### src/haar2d_pkg.sv
// ------------------------------------------------------------------------------------------------
// haar2d_pkg
// Shared constants for the single-level 2-D Haar transform block.
// ------------------------------------------------------------------------------------------------
package haar2d_pkg;

   localparam int MAX_HALF_DEFAULT = 64;

   localparam int PIXEL_W = 8;
   localparam int COEF_W  = 11;
   localparam int BAND_W  = 2;
   localparam int DEST_W  = 7;
   localparam int BPS_W   = 7;
   localparam int MAXV_W  = 8;

   localparam int CSR_IDX_W  = 1;
   localparam int CSR_DATA_W = 8;

   localparam logic [CSR_IDX_W-1:0] CSR_BLOCKS_PER_SIDE = 1'b0;
   localparam logic [CSR_IDX_W-1:0] CSR_MAX_VALUE       = 1'b1;

   localparam int                  BPS_RESET  = 64;
   localparam logic [MAXV_W-1:0]   MAXV_RESET = 8'd255;

   localparam logic [BAND_W-1:0] BAND_LL = 2'd0;
   localparam logic [BAND_W-1:0] BAND_HL = 2'd1;
   localparam logic [BAND_W-1:0] BAND_LH = 2'd2;
   localparam logic [BAND_W-1:0] BAND_HH = 2'd3;

endpackage

### src/haar_2d_single_level.sv
// ------------------------------------------------------------------------------------------------
// haar_2d_single_level
// Streaming single-level 2-D Haar transform over a square grey image in raster order.
// ------------------------------------------------------------------------------------------------
// Pixels enter one per request; each even row is packed two pixels to a word into a line store of
// MAX_HALF words. On the odd-row, odd-column pixel of every 2x2 block the block is latched and four
// coefficients (LL, HL, LH, HH) leave one per cycle while the output is not stalled by rsp_ready,
// through a registered output, each with its doubled sum, quadrant destination and clamped copy.
// Pixels that close no block are taken one per cycle, even while a block drains; a block-closing
// pixel is held until the previous block's HH result loads into the output register, as all
// results share the single result port. The line store word for a block is read on the
// even-column pixel of the odd row and used on the next pixel. Writing blocks_per_side restarts
// the frame.
module haar_2d_single_level
   import haar2d_pkg::*;
#(
   parameter int MAX_HALF = MAX_HALF_DEFAULT
) (
   input  logic                     clock,
   input  logic                     reset,

   input  logic                     req_valid,
   output logic                     req_ready,
   input  logic [PIXEL_W-1:0]       req_pixel,

   output logic                     rsp_valid,
   input  logic                     rsp_ready,
   output logic signed [COEF_W-1:0] rsp_coefficient_x2,
   output logic [BAND_W-1:0]        rsp_band,
   output logic [DEST_W-1:0]        rsp_dest_row,
   output logic [DEST_W-1:0]        rsp_dest_col,
   output logic [PIXEL_W-1:0]       rsp_clipped,
   output logic                     rsp_block_last,
   output logic                     rsp_frame_last,

   input  logic                     csr_write,
   input  logic [CSR_IDX_W-1:0]     csr_index,
   input  logic [CSR_DATA_W-1:0]    csr_wdata
);

   localparam int CW = (MAX_HALF > 1) ? $clog2(2 * MAX_HALF) : 1;
   localparam int AW = (CW > 1) ? CW - 1 : 1;
   localparam int HALF_RESET = (BPS_RESET > MAX_HALF) ? MAX_HALF : BPS_RESET;

   typedef logic [CW-1:0] count_type;

   // configuration
   count_type             half_ff, half_in;
   logic [MAXV_W-1:0]     maxv_ff, maxv_in;
   logic [BPS_W-1:0]      bps_wr;

   // raster position
   count_type             row_ff, row_in;
   count_type             col_ff, col_in;
   count_type             side_m1;
   logic [CW:0]           side_m1_wide;

   logic [PIXEL_W-1:0]    held_ff, held_in;

   // line store, two pixels per word
   logic [2*PIXEL_W-1:0]  line_store [MAX_HALF];
   logic [2*PIXEL_W-1:0]  line_rd_ff;
   logic [AW-1:0]         line_addr;
   logic                  line_wr;
   logic                  line_rd;

   // latched block
   logic                  blk_valid_ff, blk_valid_in;
   logic [BAND_W-1:0]     band_ff, band_in;
   logic [PIXEL_W-1:0]    pa_ff, pb_ff, pc_ff, pd_ff;
   count_type             bi_ff, bj_ff;
   logic                  flast_ff;

   // output register
   logic                     rsp_valid_ff, rsp_valid_in;
   logic signed [COEF_W-1:0] coef_ff, coef_in;
   logic [BAND_W-1:0]        rband_ff;
   logic [DEST_W-1:0]        drow_ff, drow_in;
   logic [DEST_W-1:0]        dcol_ff, dcol_in;
   logic [PIXEL_W-1:0]       clip_ff, clip_in;
   logic                     blast_ff, rflast_ff;

   logic                  accept;
   logic                  out_load;
   logic                  blk_done;
   logic                  odd_row, odd_col;
   logic                  col_end, row_end;
   logic                  blk_start;

   logic signed [COEF_W-1:0] sa, sb, sc, sd;
   logic signed [COEF_W-1:0] coef_half;
   logic [CW:0]              row_sum, col_sum;

   assign out_load  = blk_valid_ff && (!rsp_valid_ff || rsp_ready);
   assign blk_done  = out_load && (band_ff == BAND_HH);
   assign req_ready = !blk_valid_ff || blk_done || !(odd_row && odd_col);
   assign accept    = req_valid && req_ready;

   assign odd_row      = row_ff[0];
   assign odd_col      = col_ff[0];
   assign side_m1_wide = {half_ff, 1'b0} - {{CW{1'b0}}, 1'b1};
   assign side_m1      = side_m1_wide[CW-1:0];
   assign col_end      = (col_ff == side_m1);
   assign row_end      = (row_ff == side_m1);
   assign blk_start    = accept && odd_row && odd_col;

   assign line_addr = AW'(col_ff >> 1);
   assign line_wr   = accept && !odd_row && odd_col;
   assign line_rd   = accept && odd_row && !odd_col;

   assign bps_wr = csr_wdata[BPS_W-1:0];

   // configuration and raster counters
   always_comb begin
      half_in = half_ff;
      maxv_in = maxv_ff;
      row_in  = row_ff;
      col_in  = col_ff;
      held_in = held_ff;
      if (accept) begin
         if (!odd_col) begin
            held_in = req_pixel;
         end
         if (col_end) begin
            col_in = '0;
            row_in = row_end ? '0 : row_ff + count_type'(1);
         end else begin
            col_in = col_ff + count_type'(1);
         end
      end
      if (csr_write) begin
         unique case (csr_index)
            CSR_BLOCKS_PER_SIDE: begin
               if (bps_wr == '0) begin
                  half_in = count_type'(1);
               end else if (int'(bps_wr) > MAX_HALF) begin
                  half_in = count_type'(MAX_HALF);
               end else begin
                  half_in = count_type'(bps_wr);
               end
               row_in = '0;
               col_in = '0;
            end
            CSR_MAX_VALUE: begin
               maxv_in = csr_wdata[MAXV_W-1:0];
            end
            default: begin
            end
         endcase
      end
   end

   // coefficient of the current band
   always_comb begin
      sa = COEF_W'(signed'({1'b0, pa_ff}));
      sb = COEF_W'(signed'({1'b0, pb_ff}));
      sc = COEF_W'(signed'({1'b0, pc_ff}));
      sd = COEF_W'(signed'({1'b0, pd_ff}));
      coef_in = sa + (band_ff[1] ? -sb : sb) + (band_ff[0] ? -sc : sc)
              + ((band_ff[0] ^ band_ff[1]) ? -sd : sd);
      coef_half = coef_in >>> 1;
      if (coef_in < 0) begin
         clip_in = '0;
      end else if (coef_half > COEF_W'(signed'({1'b0, maxv_ff}))) begin
         clip_in = maxv_ff;
      end else begin
         clip_in = coef_half[PIXEL_W-1:0];
      end
      row_sum = {1'b0, bi_ff} + (band_ff[1] ? {1'b0, half_ff} : '0);
      col_sum = {1'b0, bj_ff} + (band_ff[0] ? {1'b0, half_ff} : '0);
      drow_in = DEST_W'(row_sum);
      dcol_in = DEST_W'(col_sum);
   end

   always_comb begin
      blk_valid_in = blk_valid_ff;
      band_in      = band_ff;
      if (out_load) begin
         band_in = band_ff + BAND_W'(1);
         if (band_ff == BAND_HH) begin
            blk_valid_in = 1'b0;
         end
      end
      if (blk_start) begin
         blk_valid_in = 1'b1;
         band_in      = BAND_LL;
      end
      rsp_valid_in = rsp_valid_ff;
      if (out_load) begin
         rsp_valid_in = 1'b1;
      end else if (rsp_ready) begin
         rsp_valid_in = 1'b0;
      end
   end

   always_ff @(posedge clock) begin
      if (reset) begin
         half_ff      <= count_type'(HALF_RESET);
         maxv_ff      <= MAXV_RESET;
         row_ff       <= '0;
         col_ff       <= '0;
         held_ff      <= '0;
         blk_valid_ff <= 1'b0;
         band_ff      <= BAND_LL;
         rsp_valid_ff <= 1'b0;
      end else begin
         half_ff      <= half_in;
         maxv_ff      <= maxv_in;
         row_ff       <= row_in;
         col_ff       <= col_in;
         held_ff      <= held_in;
         blk_valid_ff <= blk_valid_in;
         band_ff      <= band_in;
         rsp_valid_ff <= rsp_valid_in;
      end
   end

   // line store
   always_ff @(posedge clock) begin
      if (line_wr) begin
         line_store[line_addr] <= {held_ff, req_pixel};
      end
      if (line_rd) begin
         line_rd_ff <= line_store[line_addr];
      end
   end

   // block and output payload
   always_ff @(posedge clock) begin
      if (blk_start) begin
         pa_ff    <= line_rd_ff[2*PIXEL_W-1:PIXEL_W];
         pb_ff    <= line_rd_ff[PIXEL_W-1:0];
         pc_ff    <= held_ff;
         pd_ff    <= req_pixel;
         bi_ff    <= row_ff >> 1;
         bj_ff    <= col_ff >> 1;
         flast_ff <= row_end && col_end;
      end
      if (out_load) begin
         coef_ff   <= coef_in;
         rband_ff  <= band_ff;
         drow_ff   <= drow_in;
         dcol_ff   <= dcol_in;
         clip_ff   <= clip_in;
         blast_ff  <= (band_ff == BAND_HH);
         rflast_ff <= (band_ff == BAND_HH) && flast_ff;
      end
   end

   assign rsp_valid          = rsp_valid_ff;
   assign rsp_coefficient_x2 = coef_ff;
   assign rsp_band           = rband_ff;
   assign rsp_dest_row       = drow_ff;
   assign rsp_dest_col       = dcol_ff;
   assign rsp_clipped        = clip_ff;
   assign rsp_block_last     = blast_ff;
   assign rsp_frame_last     = rflast_ff;

endmodule
### config.mk
export PLATFORM = sky130hd
export DESIGN_NAME = haar_2d_single_level
export DESIGN_NICKNAME = d
export VERILOG_FILES = /design/src/haar2d_pkg.sv /design/src/haar_2d_single_level.sv
export SDC_FILE = /design/constraint.sdc
export NUM_CORES = 1
export LEC_CHECK = 0
export ABC_AREA = 0
export BUFFER_PORTS_ARGS = -buffer_cell sky130_fd_sc_hd__buf_4
export CAP_MARGIN = 20
export CELL_PAD_IN_SITES_DETAIL_PLACEMENT = 2
export CELL_PAD_IN_SITES_GLOBAL_PLACEMENT = 2
export CORE_MARGIN = 4
export CORE_UTILIZATION = 45
export CTS_BUF_LIST = sky130_fd_sc_hd__clkbuf_8
export CTS_CLUSTER_SIZE = 25
export DETAILED_ROUTE_END_ITERATION = 10
export PLACE_DENSITY_LB_ADDON = 0.15
export SYNTH_ARGS = -nofsm -noshare
export SYNTH_HDL_FRONTEND = slang
export SYNTH_SLANG_ARGS = --single-unit
export TNS_END_PERCENT = 1
### constraint.sdc
create_clock -name clock -period 5.3 [get_ports clock]
set_clock_uncertainty 0.05 [all_clocks]
set_input_delay 0.53 -clock clock [delete_from_list [all_inputs] [get_ports clock]]
set_output_delay 0.53 -clock clock [all_outputs]
set_load 0.02 [all_outputs]
==> results.yml <==
clock_network:
  clock_path_buffers: 3
  path_clk_slew_ps: 60
  cts_buffers: 194
  htreeDepth: 4
  clock_latency_ps: 880
  cts_root_buffer: "clkbuf_8"
  cts.sinks: 1163
  cts_tree: "built"
timing:
  setup_violations: 6
  hold_ws_ps: 253
  fin_crit_sh_pct: 102
  tns_ps: -372
  worst_pin_slew_ps: 1140
  hold_viol: 0
  max_freq_ghz: 0.185
  slew_viol_final: 0
  rsz0062_at_grt: "yes"
  min_period_ps: 5400
  layout_setup_ws_ps: -98.0
  slew_headroom_pct: 24.0
drt:
  vias: 28800
  via_per_inst: 6.31
  drt_iter0_markers: 3390
  antenna_left: 0
  dr.pass1.iters: 6
  wl_per_cell_microns: 35.9
  drc_errors: 0
  routed_wirelength_microns: 164000
floorplanning:
  fp-row-count: 118
  ios: 61
  dieArea_sq_um: 109000
  initial_core_util_pct: 45.3
  floorplan.die.width_microns: 331
  die_h_microns: 331
  core_sq_um: 103000
finish:
  final_core_util_pct: 52.0
  syn_to_final_growth_pct: 14.8
  drive_gt1_share_pct: 23.6
  layout_common_cells: "edfxtp_1, buf_4, clkbuf_8"
  nets: 3104
  final_common_cell: "edfxtp_1"
power_and_ir_drop:
  p_int_mw: 13.9
  p_leak_nw: 17.9
  power.share.clock_pct: 41.0
  powerDensity_nw_per_um2: 335
  vdd.ir_drop.worst_mv: 0.237
  power.switching_mw: 4.17
  totalPowerFinal_mw: 18.1
  p_comb_share_pct: 3.0
  seqPwrFrac_pct: 56.0
  netSwitchingFraction_pct: 23.1
setup_path:
  path_class: "flop to flop"
  crit_arrival_ps: 5930
  cp-end-kind: "flop"
  required_ps: 5830
  worstPathMaxFanout: 8
  cp-start-kind: "flop"
synthesis:
  synth_edf_count: 1122
  ys_seq_area_share_pct: 73.6
  synthMuxAreaShare_pct: 9.07
  syn_inst: 2731
  syn_avg_cell_area_sq_um: 17.2
  synthArstFlopShare_pct: 0
  ys_ff_latch: 1163
  synth_area_leaders: "edfxtp_1, mux4_2, mux2i_1, a221oi_1, mux2_2"
  synth_warnings: 0
  yosys.area_share.simple_pct: 4.20
  synth.largest_area_cell: "edfxtp_1"
  synthAdderAreaFrac_pct: 1.89
  synth_area_sq_um: 46900
  synth_top_family_by_area: "multiplexers"
  synth_xor_xnor_area_share_pct: 1.12
  netlist-cell-type-count: 77
  syn-num-nets: 2812
  synth_flop_cell: "edfxtp_1"
  synth_top_area_share_pct: 71.9
  synth_compound_gate_area_share_pct: 7.87
status:
  status: "finished with violations"
  violations: "setup timing"
global_route:
  grt_start_max_net_pins: 67
  gr-usage-all-layers_pct: 29.9
  overflow: 0
  grt_pass1_wl_microns: 233000
  grt_pass1_vias: 31200
  antenna_found_initial: 7
job:
  cap_violations: 0
place:
  gp_congestion: 0.842
  port_buffers: 60
  hpwlAfterDp_microns: 96900
min_path:
  holdCritPathClass: "primary input to flop"
==> Yosys cell counts (7+ instances only) <==
library cell and n:
a221o_1 9, xor2_1 22, xnor2_1 29, nor3_1 15
and3_1 14, nand2b_1 13, mux2_2 93, mux4_2 92
buf_1 17, nor3b_1 7, dfxtp_1 41, o22ai_1 45
buf_2 61, ha_1 39, a211o_1 10, o221ai_1 17
a22o_1 8, buf_4 15, a21o_1 7, mux2i_1 113
a22oi_1 59, nand2_1 119, fa_1 20, nand3_1 10
nor2_1 166, o21ai_0 61, nand4_1 10, clkbuf_1 65
edfxtp_1 1122, o22a_1 8, nor2b_1 11, o2bb2ai_1 19
and2_1 21, a221oi_1 120, inv_1 64, a21oi_1 85
==> layer usage <==
layer | GRT usage (%) | vias to the layer above | share of wire [%]
li1 | - | 11600 | -
met1 | 38.3 | 15400 | 38
met2 | 50.2 | 1499 | 50
met3 | 5.97 | 349 | 8.3
met4 | 12.2 | 2 | 4.1
met5 | 0 | - | 0.0092
==> path summary, 6_finish.rpt <==
kind,start,endpoint,slack [ps],cells past startpoint
worst min register to register,line_rd_ff[7]$_DFFE_PP_,pb_ff[7]$_DFFE_PP_,380,0
worst max register to register,pb_ff[1]$_DFFE_PP_,rsp_clipped[3]$_SDFFCE_PN0P_,-100,23
worst max-delay path,pb_ff[1]$_DFFE_PP_,rsp_clipped[3]$_SDFFCE_PN0P_,-100,23
worst min-delay path,req_pixel[7],line_store[26][7]$_DFFE_PP_,250,1
==> per-stage QoR <==
step	instance area, sq um	worst slack [ps]	cells
after floorplan	46900	5.06	2731
after detailed placement	49700	-277	4174
after CTS	53500	-121	4550
after global routing	53800	-301	4558
final	53800	-98.0	4560
after global placement	49700	4.23	4174
==> worst max-delay path, stage by stage (launching register included) <==
cell	delay, ps
edfxtp_1	430
inv_2	90
ha_2	170
or2b_4	290
o41ai_4	300
xnor2_2	160
fa_1	610
inv_1	90
fa_1	530
inv_2	60
ha_4	270
o21ai_2	50
nand2b_1	90
a21oi_2	70
or3_4	350
nand2_4	90
ha_4	210
a211o_1	270
a21oi_2	160
a31oi_4	110
a21oi_2	180
buf_6	190
mux2i_2	220
nor2_1	70
==> sequential cells by signal (all words and copies together), names as in the netlist, 2 cells and up <==
name and count:
rsp_dest_row 7, bi_ff 6, pd_ff 8, maxv_ff 8, rsp_clipped 8, row_ff 7, bj_ff 6, rsp_band 2
pc_ff 8, col_ff 7, rsp_coefficient_x2 11, pb_ff 8, band_ff 2, line_rd_ff 16, pa_ff 8, held_ff 8
rsp_dest_col 7, half_ff 7, line_store 1024
==> cell families after synthesis <==
family,after synthesis
DFF,1163
AOI/OAI and AO/OA,504
and+or+nand+nor,424
muxes,298
buffers and inverters,228
adders and majority gates,59
xor gates and xnor gates,55
==> timing repair <==
| item | in CTS | in global routing |
|---|---|---|
| setup endpoints to repair | 8 | 8 |
| resized for setup | 27 | 42 |
| pin swaps | 12 | 27 |
| endpoints found under the hold margin | 28 | 0 |
| buffers inserted | 7 | 6 |
| hold buffers | 20 | 0 |
==> power by group through the flow <==
stage / Clock, mW / Sequential, mW / Combinational, mW
floorplan: 0 / 10.3 / 0.206
global placement: 0 / 10.3 / 0.480
CTS: 7.55 / 10.1 / 0.531
finish: 7.41 / 10.1 / 0.538
global route: 7.98 / 10.1 / 0.566
detailed placement: 0 / 10.3 / 0.515
==> layout make-up <==
class	instances	area, sq um
diodes	4	10.0
clock buffers	200	2750
clock inverters	149	746
fillers	9214	49700
inverters	65	246
multi-input cells	1340	11700
flip-flops and latches	1163	34500
well taps	1380	1730
repair buffers	259	2110
No activity file was read; power rests on OpenSTA's default activity.
